### config.mk
export PLATFORM = sky130hd
export DESIGN_NAME = accel_magnitude_jerk_meter
export DESIGN_NICKNAME = d
export VERILOG_FILES = /design/src/rtl/core/ajm_pkg.sv /design/src/rtl/core/ajm_sqrt.sv /design/src/rtl/core/ajm_div.sv /design/src/rtl/core/accel_magnitude_jerk_meter.sv
export VERILOG_INCLUDE_DIRS = /design/src /design/src/rtl/core
export SDC_FILE = /design/constraint.sdc
export NUM_CORES = 1
export LEC_CHECK = 0
export BUFFER_PORTS_ARGS = -buffer_cell sky130_fd_sc_hd__buf_2
export CORE_AREA = 2 2 200 202
export CTS_BUF_LIST = sky130_fd_sc_hd__clkbuf_4 sky130_fd_sc_hd__clkbuf_8
export DETAILED_ROUTE_END_ITERATION = 8
export DIE_AREA = 0 0 202 204
export PLACE_DENSITY = 0.83
export SYNTH_ARGS = -nofsm -noshare
export SYNTH_HDL_FRONTEND = slang
export SYNTH_SLANG_ARGS = --single-unit
### constraint.sdc
create_clock -name clk -period 6.8 [get_ports clk]
set_input_delay 0.34 -clock clk [delete_from_list [all_inputs] [get_ports clk]]
set_output_delay 0.34 -clock clk [all_outputs]
set_load 0.03 [all_outputs]
### src/rtl/core/accel_magnitude_jerk_meter_macros.svh
// Assertion macros shared by the accelerometer magnitude and jerk meter RTL.
`ifndef ACCEL_MAGNITUDE_JERK_METER_MACROS_SVH
`define ACCEL_MAGNITUDE_JERK_METER_MACROS_SVH

`ifndef ASSERT_OFF

// Same-cycle implication, checked on every rising edge out of reset.
`define AJM_ASSERT_SAME(label, ante, cons) \
  label: assert property (@(posedge clk) disable iff (!rst_n) (ante) |-> (cons)) \
    else $error("ajm check failed");

// Next-cycle implication, checked on every rising edge out of reset.
`define AJM_ASSERT_NEXT(label, ante, cons) \
  label: assert property (@(posedge clk) disable iff (!rst_n) (ante) |=> (cons)) \
    else $error("ajm check failed");

`else

`define AJM_ASSERT_SAME(label, ante, cons)

`define AJM_ASSERT_NEXT(label, ante, cons)

`endif

`endif

### src/rtl/core/ajm_pkg.sv
// Shared types and constants of the accelerometer magnitude and jerk meter.
package ajm_pkg;

  localparam int AXIS_W     = 16;   // signed axis sample width
  localparam int SQ_W       = 32;   // square and sum-of-squares width
  localparam int MAG_W      = 16;   // magnitude and jerk width
  localparam int DIVR_W     = 10;   // interval divisor register width
  localparam int SPR_W      = 4;    // samples-per-result register width
  localparam int CFG_IDX_W  = 2;    // configuration index width
  localparam int CFG_DATA_W = 10;   // configuration data width
  localparam int NUM_AXES   = 3;

  // Radix-4 square: two multiplier bits per cycle
  localparam int SQ_STEPS   = AXIS_W / 2;
  localparam int SQ_CNT_W   = $clog2(SQ_STEPS);
  localparam logic [SQ_CNT_W-1:0] SQ_LAST = SQ_CNT_W'(SQ_STEPS - 1);

  // Square root: one result bit per cycle
  localparam int ROOT_STEPS = SQ_W / 2;
  localparam int ROOT_CNT_W = $clog2(ROOT_STEPS);
  localparam int ROOT_REM_W = MAG_W + 2;
  localparam logic [ROOT_CNT_W-1:0] ROOT_LAST = ROOT_CNT_W'(ROOT_STEPS - 1);

  // Divider: one quotient bit per cycle
  localparam int DIV_STEPS  = MAG_W;
  localparam int DIV_CNT_W  = $clog2(DIV_STEPS);
  localparam logic [DIV_CNT_W-1:0] DIV_LAST = DIV_CNT_W'(DIV_STEPS - 1);

  // Register reset values
  localparam logic [DIVR_W-1:0] INTERVAL_DIVISOR_RST   = DIVR_W'(50);
  localparam logic [SPR_W-1:0]  SAMPLES_PER_RESULT_RST = SPR_W'(5);

  // Register indexes
  localparam logic [CFG_IDX_W-1:0] REG_INTERVAL_DIVISOR   = CFG_IDX_W'(0);
  localparam logic [CFG_IDX_W-1:0] REG_SAMPLES_PER_RESULT = CFG_IDX_W'(1);

  // Sequencer states
  typedef enum logic [2:0] {
    S_IDLE,
    S_SQUARE,
    S_SUM,
    S_ROOT,
    S_DIVIDE,
    S_FINISH
  } ajm_state_t;

  // Status of a serial arithmetic unit
  typedef struct packed {
    logic busy;
    logic done;
  } ajm_unit_stat_t;

endpackage

### src/rtl/core/ajm_sqrt.sv
// Digit-serial floor square root, one root bit per cycle.
module ajm_sqrt
  import ajm_pkg::*;
(
  input  logic                 clk,
  input  logic                 rst_n,
  input  logic                 start,
  input  logic [SQ_W-1:0]      radicand,
  output ajm_unit_stat_t       stat,
  output logic [MAG_W-1:0]     root
);

  logic                  busy_r, busy_nxt;
  logic                  done_r, done_nxt;
  logic [ROOT_CNT_W-1:0] cnt_r, cnt_nxt;
  logic [SQ_W-1:0]       rad_r, rad_nxt;
  logic [ROOT_REM_W-1:0] rem_r, rem_nxt;
  logic [MAG_W-1:0]      root_r, root_nxt;

  logic [ROOT_REM_W+1:0] rem_shift;
  logic [ROOT_REM_W+1:0] trial;
  logic [ROOT_REM_W+1:0] rem_diff;
  logic                  fits;

  // Bring down two radicand bits and try the next root bit
  always_comb begin
    rem_shift = {rem_r, rad_r[SQ_W-1 -: 2]};
    trial     = (ROOT_REM_W + 2)'({root_r, 2'b01});
    fits      = (rem_shift >= trial);
    rem_diff  = rem_shift - trial;
  end

  // Advance one digit per cycle while busy
  always_comb begin
    busy_nxt = busy_r;
    done_nxt = 1'b0;
    cnt_nxt  = cnt_r;
    rad_nxt  = rad_r;
    rem_nxt  = rem_r;
    root_nxt = root_r;
    if (start) begin
      busy_nxt = 1'b1;
      cnt_nxt  = '0;
      rad_nxt  = radicand;
      rem_nxt  = '0;
      root_nxt = '0;
    end else if (busy_r) begin
      rad_nxt  = {rad_r[SQ_W-3:0], 2'b00};
      rem_nxt  = fits ? rem_diff[ROOT_REM_W-1:0] : rem_shift[ROOT_REM_W-1:0];
      root_nxt = {root_r[MAG_W-2:0], fits};
      cnt_nxt  = cnt_r + 1'b1;
      if (cnt_r == ROOT_LAST) begin
        busy_nxt = 1'b0;
        done_nxt = 1'b1;
      end
    end
  end

  always_ff @(posedge clk) begin
    if (!rst_n) begin
      busy_r <= 1'b0;
      done_r <= 1'b0;
      cnt_r  <= '0;
    end else begin
      busy_r <= busy_nxt;
      done_r <= done_nxt;
      cnt_r  <= cnt_nxt;
    end
  end

  always_ff @(posedge clk) begin
    rad_r  <= rad_nxt;
    rem_r  <= rem_nxt;
    root_r <= root_nxt;
  end

  assign stat.busy = busy_r;
  assign stat.done = done_r;
  assign root      = root_r;

endmodule

### src/rtl/core/ajm_div.sv
// Restoring serial divider, one quotient bit per cycle.
module ajm_div
  import ajm_pkg::*;
(
  input  logic               clk,
  input  logic               rst_n,
  input  logic               start,
  input  logic [MAG_W-1:0]   dividend,
  input  logic [DIVR_W-1:0]  divisor,
  output ajm_unit_stat_t     stat,
  output logic [MAG_W-1:0]   quotient
);

  logic                 busy_r, busy_nxt;
  logic                 done_r, done_nxt;
  logic [DIV_CNT_W-1:0] cnt_r, cnt_nxt;
  logic [MAG_W-1:0]     quo_r, quo_nxt;
  logic [DIVR_W-1:0]    rem_r, rem_nxt;
  logic [DIVR_W-1:0]    dvs_r, dvs_nxt;

  logic [DIVR_W:0]      rem_shift;
  logic [DIVR_W:0]      rem_diff;
  logic                 fits;

  // Shift in the next dividend bit and trial-subtract
  always_comb begin
    rem_shift = {rem_r, quo_r[MAG_W-1]};
    fits      = (rem_shift >= {1'b0, dvs_r});
    rem_diff  = rem_shift - {1'b0, dvs_r};
  end

  // Advance one quotient bit per cycle while busy
  always_comb begin
    busy_nxt = busy_r;
    done_nxt = 1'b0;
    cnt_nxt  = cnt_r;
    quo_nxt  = quo_r;
    rem_nxt  = rem_r;
    dvs_nxt  = dvs_r;
    if (start) begin
      busy_nxt = 1'b1;
      cnt_nxt  = '0;
      quo_nxt  = dividend;
      rem_nxt  = '0;
      dvs_nxt  = divisor;
    end else if (busy_r) begin
      rem_nxt = fits ? rem_diff[DIVR_W-1:0] : rem_shift[DIVR_W-1:0];
      quo_nxt = {quo_r[MAG_W-2:0], fits};
      cnt_nxt = cnt_r + 1'b1;
      if (cnt_r == DIV_LAST) begin
        busy_nxt = 1'b0;
        done_nxt = 1'b1;
      end
    end
  end

  always_ff @(posedge clk) begin
    if (!rst_n) begin
      busy_r <= 1'b0;
      done_r <= 1'b0;
      cnt_r  <= '0;
    end else begin
      busy_r <= busy_nxt;
      done_r <= done_nxt;
      cnt_r  <= cnt_nxt;
    end
  end

  always_ff @(posedge clk) begin
    quo_r <= quo_nxt;
    rem_r <= rem_nxt;
    dvs_r <= dvs_nxt;
  end

  assign stat.busy = busy_r;
  assign stat.done = done_r;
  assign quotient  = quo_r;

endmodule

### src/rtl/core/accel_magnitude_jerk_meter.sv
// Top level of the accelerometer magnitude and jerk meter.
//
// Usage:
//   Input channel (in_valid/in_ready) takes one word of three signed 16-bit
//   axis samples. The block handles one sample at a time: in_ready is high
//   only while the sequencer is idle.
//   From acceptance, a sample passes through radix-4 squaring (three lanes
//   in parallel), the addition of the squares, the bit-serial square root
//   and the bit-serial divider, then retires; the sequencer returns to idle
//   before it accepts the next sample, so samples never overlap.
//   Result channel (out_valid/out_ready) carries magnitude and jerk on every
//   samples_per_result-th sample; the others only update the running state.
//   The result sits in an output register. If the receiver stalls, the
//   finished result waits there; a further result that must be emitted
//   holds the sequencer until the register frees up.
//   Configuration (cfg_we/cfg_index/cfg_wdata) writes take effect at once;
//   write them only while idle. Reset clears the previous magnitude, the
//   sample counter and the output valid flag, and loads interval 50 and
//   five samples per result. There is no memory to clear.
`include "accel_magnitude_jerk_meter_macros.svh"

module accel_magnitude_jerk_meter
  import ajm_pkg::*;
(
  input  logic                         clk,
  input  logic                         rst_n,
  input  logic                         in_valid,
  output logic                         in_ready,
  input  logic signed [AXIS_W-1:0]     in_accel_x,
  input  logic signed [AXIS_W-1:0]     in_accel_y,
  input  logic signed [AXIS_W-1:0]     in_accel_z,
  output logic                         out_valid,
  input  logic                         out_ready,
  output logic [MAG_W-1:0]             out_magnitude,
  output logic [MAG_W-1:0]             out_jerk,
  input  logic                         cfg_we,
  input  logic [CFG_IDX_W-1:0]         cfg_index,
  input  logic [CFG_DATA_W-1:0]        cfg_wdata
);

  ajm_state_t state_r, state_nxt;

  logic [DIVR_W-1:0]   interval_div_r, interval_div_nxt;
  logic [SPR_W-1:0]    samples_per_res_r, samples_per_res_nxt;
  logic [MAG_W-1:0]    prev_mag_r, prev_mag_nxt;
  logic [SPR_W-1:0]    sample_cnt_r, sample_cnt_nxt;
  logic [SQ_CNT_W-1:0] step_cnt_r, step_cnt_nxt;
  logic                out_valid_r, out_valid_nxt;
  logic [MAG_W-1:0]    out_mag_r, out_mag_nxt;
  logic [MAG_W-1:0]    out_jerk_r, out_jerk_nxt;

  // Squaring lanes: multiplicand, its triple, multiplier digits, product
  logic [AXIS_W-1:0]   mcand_r [NUM_AXES];
  logic [AXIS_W+1:0]   mcand3_r [NUM_AXES];
  logic [AXIS_W-1:0]   mplier_r [NUM_AXES];
  logic [SQ_W-1:0]     prod_r [NUM_AXES];
  logic [AXIS_W-1:0]   mcand_nxt [NUM_AXES];
  logic [AXIS_W+1:0]   mcand3_nxt [NUM_AXES];
  logic [AXIS_W-1:0]   mplier_nxt [NUM_AXES];
  logic [SQ_W-1:0]     prod_nxt [NUM_AXES];

  logic [AXIS_W-1:0]   raw_axis [NUM_AXES];
  logic [AXIS_W-1:0]   abs_axis [NUM_AXES];
  logic [AXIS_W+1:0]   part_prod [NUM_AXES];

  // Sequencer outputs
  logic lanes_load;
  logic lanes_step;
  logic root_start;
  logic div_start;
  logic retire;
  logic out_load;

  logic [SQ_W-1:0]   sum_sq;
  logic [MAG_W-1:0]  mag;
  logic [MAG_W-1:0]  mag_diff;
  logic [MAG_W-1:0]  quotient;
  logic [DIVR_W-1:0] divisor_eff;
  logic [SPR_W-1:0]  need;
  logic [SPR_W-1:0]  cnt_inc;
  logic              emit;

  ajm_unit_stat_t root_stat;
  ajm_unit_stat_t div_stat;

  // Configuration registers
  always_comb begin
    interval_div_nxt    = interval_div_r;
    samples_per_res_nxt = samples_per_res_r;
    if (cfg_we) begin
      unique case (cfg_index)
        REG_INTERVAL_DIVISOR:   interval_div_nxt    = cfg_wdata[DIVR_W-1:0];
        REG_SAMPLES_PER_RESULT: samples_per_res_nxt = cfg_wdata[SPR_W-1:0];
        default: ;
      endcase
    end
  end

  // Take absolute values of the axes; 0x8000 stays 32768 unsigned
  always_comb begin
    raw_axis[0] = in_accel_x;
    raw_axis[1] = in_accel_y;
    raw_axis[2] = in_accel_z;
    for (int i = 0; i < NUM_AXES; i++) begin
      abs_axis[i] = raw_axis[i][AXIS_W-1] ? (~raw_axis[i] + 1'b1) : raw_axis[i];
    end
  end

  // Square each lane two multiplier bits per cycle, most significant first
  always_comb begin
    for (int i = 0; i < NUM_AXES; i++) begin
      unique case (mplier_r[i][AXIS_W-1 -: 2])
        2'd0:    part_prod[i] = '0;
        2'd1:    part_prod[i] = {2'b00, mcand_r[i]};
        2'd2:    part_prod[i] = {1'b0, mcand_r[i], 1'b0};
        default: part_prod[i] = mcand3_r[i];
      endcase
      mcand_nxt[i]  = mcand_r[i];
      mcand3_nxt[i] = mcand3_r[i];
      mplier_nxt[i] = mplier_r[i];
      prod_nxt[i]   = prod_r[i];
      if (lanes_load) begin
        mcand_nxt[i]  = abs_axis[i];
        mcand3_nxt[i] = {2'b00, abs_axis[i]} + {1'b0, abs_axis[i], 1'b0};
        mplier_nxt[i] = abs_axis[i];
        prod_nxt[i]   = '0;
      end else if (lanes_step) begin
        mplier_nxt[i] = {mplier_r[i][AXIS_W-3:0], 2'b00};
        prod_nxt[i]   = {prod_r[i][SQ_W-3:0], 2'b00} + SQ_W'(part_prod[i]);
      end
    end
  end

  // Step counter for the squaring phase
  always_comb begin
    step_cnt_nxt = step_cnt_r;
    if (lanes_load) begin
      step_cnt_nxt = '0;
    end else if (lanes_step) begin
      step_cnt_nxt = step_cnt_r + 1'b1;
    end
  end

  // Add the squares; the total stays below 2^32
  assign sum_sq = prod_r[0] + prod_r[1] + prod_r[2];

  ajm_sqrt u_sqrt (
    .clk      (clk),
    .rst_n    (rst_n),
    .start    (root_start),
    .radicand (sum_sq),
    .stat     (root_stat),
    .root     (mag)
  );

  // Form the magnitude change and the effective divisor
  always_comb begin
    mag_diff    = (mag >= prev_mag_r) ? (mag - prev_mag_r) : (prev_mag_r - mag);
    divisor_eff = (interval_div_r == '0) ? DIVR_W'(1) : interval_div_r;
  end

  ajm_div u_div (
    .clk      (clk),
    .rst_n    (rst_n),
    .start    (div_start),
    .dividend (mag_diff),
    .divisor  (divisor_eff),
    .stat     (div_stat),
    .quotient (quotient)
  );

  // Decide whether this sample emits a result
  always_comb begin
    need    = (samples_per_res_r == '0) ? SPR_W'(1) : samples_per_res_r;
    cnt_inc = sample_cnt_r + 1'b1;
    emit    = (cnt_inc >= need) || (cnt_inc == '0);
  end

  // Sequencer next state
  always_comb begin
    state_nxt = state_r;
    unique case (state_r)
      S_IDLE:   if (in_valid) state_nxt = S_SQUARE;
      S_SQUARE: if (step_cnt_r == SQ_LAST) state_nxt = S_SUM;
      S_SUM:    state_nxt = S_ROOT;
      S_ROOT:   if (root_stat.done) state_nxt = S_DIVIDE;
      S_DIVIDE: if (div_stat.done) state_nxt = S_FINISH;
      S_FINISH: if (!emit || !out_valid_r || out_ready) state_nxt = S_IDLE;
      default:  state_nxt = S_IDLE;
    endcase
  end

  // Sequencer outputs
  always_comb begin
    in_ready   = 1'b0;
    lanes_load = 1'b0;
    lanes_step = 1'b0;
    root_start = 1'b0;
    div_start  = 1'b0;
    retire     = 1'b0;
    out_load   = 1'b0;
    unique case (state_r)
      S_IDLE: begin
        in_ready   = 1'b1;
        lanes_load = in_valid;
      end
      S_SQUARE: lanes_step = 1'b1;
      S_SUM:    root_start = 1'b1;
      S_ROOT:   div_start  = root_stat.done;
      S_DIVIDE: ;
      S_FINISH: begin
        retire   = !emit || !out_valid_r || out_ready;
        out_load = emit && (!out_valid_r || out_ready);
      end
      default: ;
    endcase
  end

  // Update running state and the output register
  always_comb begin
    prev_mag_nxt   = prev_mag_r;
    sample_cnt_nxt = sample_cnt_r;
    out_valid_nxt  = out_valid_r;
    out_mag_nxt    = out_mag_r;
    out_jerk_nxt   = out_jerk_r;
    if (retire) begin
      prev_mag_nxt   = mag;
      sample_cnt_nxt = emit ? '0 : cnt_inc;
    end
    if (out_load) begin
      out_valid_nxt = 1'b1;
      out_mag_nxt   = mag;
      out_jerk_nxt  = quotient;
    end else if (out_ready) begin
      out_valid_nxt = 1'b0;
    end
  end

  always_ff @(posedge clk) begin
    if (!rst_n) begin
      state_r           <= S_IDLE;
      interval_div_r    <= INTERVAL_DIVISOR_RST;
      samples_per_res_r <= SAMPLES_PER_RESULT_RST;
      prev_mag_r        <= '0;
      sample_cnt_r      <= '0;
      step_cnt_r        <= '0;
      out_valid_r       <= 1'b0;
    end else begin
      state_r           <= state_nxt;
      interval_div_r    <= interval_div_nxt;
      samples_per_res_r <= samples_per_res_nxt;
      prev_mag_r        <= prev_mag_nxt;
      sample_cnt_r      <= sample_cnt_nxt;
      step_cnt_r        <= step_cnt_nxt;
      out_valid_r       <= out_valid_nxt;
    end
  end

  always_ff @(posedge clk) begin
    out_mag_r  <= out_mag_nxt;
    out_jerk_r <= out_jerk_nxt;
    for (int i = 0; i < NUM_AXES; i++) begin
      mcand_r[i]  <= mcand_nxt[i];
      mcand3_r[i] <= mcand3_nxt[i];
      mplier_r[i] <= mplier_nxt[i];
      prod_r[i]   <= prod_nxt[i];
    end
  end

  assign out_valid     = out_valid_r;
  assign out_magnitude = out_mag_r;
  assign out_jerk      = out_jerk_r;

  // Checks on the sequencer and the arithmetic units
  `AJM_ASSERT_NEXT(a_accept_starts_square, in_valid && in_ready, state_r == S_SQUARE)
  `AJM_ASSERT_SAME(a_root_done_in_root, root_stat.done, state_r == S_ROOT)
  `AJM_ASSERT_SAME(a_div_done_in_divide, div_stat.done, state_r == S_DIVIDE)
  `AJM_ASSERT_SAME(a_no_overwrite, out_load, !out_valid_r || out_ready)
  `AJM_ASSERT_SAME(a_units_exclusive, root_stat.busy, !div_stat.busy)

endmodule

# Word level (Yosys, flattened, before mapping)
# Memory sizes are Yosys's and may differ from the RTL's.
# Index checks and enable logic that the tools add are counted.
[word_totals] elab_cells=156 n_memories=4 in_bits=65 ram_bits=246 register_bits=187
[classes] order_cmp=4 reduce_logical=26 eq_ne=20 bitwise=6 n_mux=56 add_sub_neg=19
[memory_table] memory="prod_r" depth=3 width=32 read_ports=3 rd_clocked_by_memory_dff=0 wr=3 line="accel_magnitude_jerk_meter.sv:56" text="logic [SQ_W-1:0] prod_r [NUM_AXES];"
[memory_table] memory="mcand3_r" depth=3 width=18 read_ports=3 rd_clocked_by_memory_dff=0 wr=3 line="accel_magnitude_jerk_meter.sv:54" text="logic [AXIS_W+1:0] mcand3_r [NUM_AXES];"
[memory_table] memory="mcand_r" depth=3 width=16 read_ports=3 rd_clocked_by_memory_dff=0 wr=3 line="accel_magnitude_jerk_meter.sv:53" text="logic [AXIS_W-1:0] mcand_r [NUM_AXES];"
[memory_table] memory="mplier_r" depth=3 width=16 read_ports=3 rd_clocked_by_memory_dff=0 wr=3 line="accel_magnitude_jerk_meter.sv:55" text="logic [AXIS_W-1:0] mplier_r [NUM_AXES];"
[op_table] op="$mux W32" count=8
[op_table] op="$mux W16" count=15
[op_table] op="$pmux W18 S3" count=3
[op_table] op="$add A32 B18 Y32" count=3
[op_table] op="$mux W18" count=4
[op_table] op="$add A32 B32 Y32" count=2
[op_table] op="$add A16 B17 Y18" count=3
[op_table] op="$add A16 B1 Y16 const B" count=3
[op_table] op="$not A16 Y16" count=3
[op_table] op="$sub A16 B16 Y16" count=2
[op_table] op="$ge A20 B18 Y1" count=1
[op_table] op="$pmux W3 S6" count=1
[op_table] op="$sub A18 B18 Y18" count=1
[op_table] op="$mux W1" count=17
[op_table] op="$ge A16 B16 Y1" count=1
[op_table] op="$mux W3" count=5
[op_table] op="$add A4 B1 Y4 const B" count=3
[op_table] op="$ge A11 B10 Y1" count=1
[op_table] op="$logic_not A10 Y1" count=1
[op_table] op="$mux W10" count=1
[op_table] op="$sub A10 B10 Y10" count=1
[op_table] op="$eq A3 B3 Y1 const B" count=3
[op_table] op="$eq A2 B1 Y1 const B" count=4
[op_table] op="$eq A4 B4 Y1 const B" count=2
[op_table] op="20 further kinds" count=43

# Logic depth before layout (Yosys ltp)
[depth] word_depth=9 ltp_mapped=16 depth_no_buf=16

# Modules after synthesis
# From an unflattened synthesis, not the netlist that was laid out.
[unflattened] cells_unflattened=2844 area_unflattened_um2=27327.5
[by_module_without_submodules] mod="accel_magnitude_jerk_meter" seq_area_each_um2=8117.8 area_each_um2=21292.9 n_inst=1 cells_each=2289
[by_module_without_submodules] mod="ajm_sqrt" seq_area_each_um2=1761.7 area_each_um2=3920.0 n_inst=1 cells_each=372
[by_module_without_submodules] mod="ajm_div" seq_area_each_um2=1101.1 area_each_um2=2114.5 n_inst=1 cells_each=183

# Least setup slack after synthesis
# OpenSTA, ideal clock, no wires.
[synth_path] kind="flip-flop to flip-flop" startpoint="reg, netlist name state_r[0]" endpoint="mem mcand3_r[0][10] (netlist bit), enable pin" slack_ns=1.746 path_buffers=2 stages_incl_launch_ff=6 synth_period_minus_slack_ns=5.054 arrival_time_ns=4.552 t_required_ns=6.298 path_cell_list="dfxtp_1 -> clkbuf_1 -> nor3_1 -> nand2_1 -> inv_2 -> clkbuf_1"
[synth_lines] item="end: declaration" line="accel_magnitude_jerk_meter.sv:54"

==> impl_metrics.toml <==
[outcome]
outcome = "complete, no violations"

[setup_path]
crit_path_max_fanout = 19
setup.worst_path.end_class = "flop"
worst-setup-path-type = "flop to flop"
worst_setup_path_start_kind = "flop"
crit_start = "mplier_r[0][30]"
cp.arrival_ns = 5.25
worstPathRequired_ns = 7.31
reg2reg_from = "mplier_r[0][30]"

[timing]
finalHoldViolCount = 0
tightest_slew_ns = 1.20
timing.fmax_mhz = 211
skew_ns = 0.0318
rsz0062_at_grt = "no"
finalSetupViolCount = 0
min_period_over_period_pct = 69.7
fin_ws_ns = 2.06
period_needed_ns = 4.74
setup_tns_ns = 0
slew_violations = 0
relSlewSlack_pct = 19.8

[synthesis]
synth-edff-count = 237
synth-seq-area-share_pct = 40.8
async_flop_share_pct = 0
syn_avg_cell_area_um2 = 9.44
ys.flop_type = "edfxtp_1"
synth_area_um2 = 26900
synth_nets = 3157
synth_top_area_cell = "edfxtp_1"
syn_inst = 2851
synth-seq-cells = 430
yosysWarnings = 0
yosys.cell_types.count = 83
synth_top_area_share_pct = 26.4
yosys-top-cells-area = "edfxtp_1, dfxtp_1, ha_1, nand2_1, xnor2_1"

[clock_network]
worstSkewPairLatency_ns = 0.63
numCtsBuffers = 74
cts.sinks = 430
cts_buffer_depth = 3
htreeDepth = 3
root_buffer = "clkbuf_8"
clk_pin_slew_ns = 0.06
cts_tree = "built"
ctsHoldBuffers = 13
postCtsSetupBuffers = 0
cts_resized = 0

[die]
start_util_pct = 68.7
die_area_um2 = 41200
core_um2 = 39200
pin_count = 99
die-width_um = 202
rows = 73
die_h_um = 204

[detailed_routing]
met2_length_um = 31600
drc = 0
wl_met1_um = 25500
drtPass1Iterations = 5
wire_per_inst_um = 17.8
num_vias = 21400
viasPerCell = 6.09
finalWirelength_um = 62600
first_iter_violations = 1122
route.met3.wl_um = 2930
routed.top_layer = "met4"
antenna_left = 0

[power]
peakVddDrop_v = 0.000254
power.density_nw_per_um2 = 309
p_leak_nw = 12.2

[finish]
nNetsFinal = 3236
drive_gt1_share_pct = 10.9
fin_util_pct = 75.2
area_delta_synth_final_pct = 9.54
num_antenna_cells = 0

[global_routing]
grt_max_degree = 96
overflow = 0
grt_pass1_wl_um = 104000
grt.total_usage_pct = 30.5
grt_pass1_vias = 21600
antenna_found_initial = 0

[placement]
port_buffers = 98
dp_slack_ns = 2.21
post-dp-hpwl_um = 44800
routabilityCongestion = 0.907

[min_path]
min_path_type = "primary input to flop"
hp-start = "out_ready"

[flow_run]
maxCapViolations = 0
[final timing paths]
path                                 endpoint  slack, ns  cells past startpoint
worst max-delay path            prod_r[0][50]       2.06                     12
worst min-delay path                out_valid       0.09                      3
worst max register to register  prod_r[0][50]       2.06                     12
worst min register to register    out_jerk[4]       0.44                      0
[sequential cells by signal (all words and copies together), names as in the netlist, 18 cells and up]
name          flops
mcand3_r         51
mcand_r          48
u_sqrt.rem_r     18
mplier_r         48
prod_r           96
u_sqrt.rad_r     32
[kinds of logic (layout without fill, tap and decap cells)]
kind of cell / Yosys count / after routing / synth area share, %
AO/OA/AOI/OAI: 762 / 762 / 18.0
XOR/XNOR: 223 / 223 / 7.26
adder cells (fa/ha/maj): 241 / 241 / 12.4
buffers and inverters: 241 / 382 / 3.43
flip-flops: 430 / 430 / 40.8
multiplexers: 79 / 79 / 3.15
AND/OR/NAND/NOR: 875 / 875 / 15.0
[cells in the final DEF, fill, tap and decap left out, types with 24 or more instances in the layout]
cell and n:
edfxtp_1 237, nand3_1 42, o21ai_0 212, dfxtp_1 192
and2_1 29, xor2_1 81, mux2_2 46, xnor2_1 142
nand4_1 24, clkbuf_8 81, nor2_1 169, a22o_1 43
clkbuf_4 28, nor2b_1 41, mux2i_1 33, nand2b_1 25
buf_2 98, a211oi_1 35, o21a_1 29, nor3_1 45
a21o_1 66, nand2_1 392, inv_1 115, ha_1 200
a21oi_1 205, or3_1 27, fa_1 41
[power by group]
| group | leakage (nW) | internal (mW) | total, mW | switching (mW) |
|---|---|---|---|---|
| Clock | 0.859 | 1.49 | 2.57 | 1.08 |
| Combinational | 7.56 | 1.34 | 3.12 | 1.78 |
| Sequential | 3.83 | 3.09 | 3.42 | 0.332 |
[stage by stage]
stage	total power, mW	hold slack (ns)	instance area [µm²]	std cells
after global placement	6.38	0.434	27700	3366
after detailed placement	6.51	0.443	27700	3366
after floorplan	5.80	0.418	26900	2851
after global routing	9.67	0.0842	29500	3517
after CTS	9.11	0.0356	29500	3517
final	9.11	0.0922	29500	3517
[worst max-delay path, stage by stage (launching register included)]
cell	delay, ns
edfxtp_1	0.84
nor2b_1	0.85
a22o_1	0.28
ha_1	0.26
a21o_1	0.20
a21oi_1	0.24
o21bai_1	0.13
a2111oi_1	0.61
nor3b_1	0.21
a41oi_2	0.43
nor2_1	0.12
or3_1	0.33
o2111a_1	0.13
[area by class of cell]
class,instances,area [µm²]
Clock buffer,109,1330
Clock inverter,29,307
Fill cell,2716,9710
Inverter,118,449
Multi-Input combinational cell,2180,15000
Sequential cell,430,11000
Tap cell,525,657
Timing Repair Buffer,126,733
[layer usage]
layer / global-route usage (%) / vias to the layer above
met3: 4.08 / 166
met5: 0 / -
met2: 55.1 / 689
met1: 35.7 / 10200
met4: 15.1 / 0
li1: - / 10400
[synthesized netlist by cell type, types with 9 or more instances]
| cell type | count |
|---|---|
| o211ai_1 | 12 |
| a211oi_1 | 35 |
| or2_2 | 9 |
| o21bai_1 | 19 |
| o31ai_1 | 17 |
| nor2b_1 | 41 |
| o21a_1 | 29 |
| a21oi_1 | 205 |
| xnor2_1 | 142 |
| ha_1 | 200 |
| inv_1 | 116 |
| dfxtp_1 | 193 |
| or3_1 | 27 |
| a22o_1 | 43 |
| xor2_1 | 81 |
| mux2_2 | 46 |
| a21o_1 | 66 |
| edfxtp_1 | 237 |
| a31oi_1 | 22 |
| mux2i_1 | 33 |
| and2_1 | 30 |
| a21boi_0 | 19 |
| o21ai_0 | 212 |
| nor2_1 | 170 |
| clkbuf_1 | 107 |
| fa_1 | 41 |
| nand4_1 | 24 |
| nand3_1 | 42 |
| nand2_1 | 394 |
| and3_1 | 22 |
| buf_2 | 10 |
| nor3_1 | 45 |
| nand2b_1 | 25 |
| or4_1 | 10 |
Note: power is estimated with default switching activity, not from simulation.
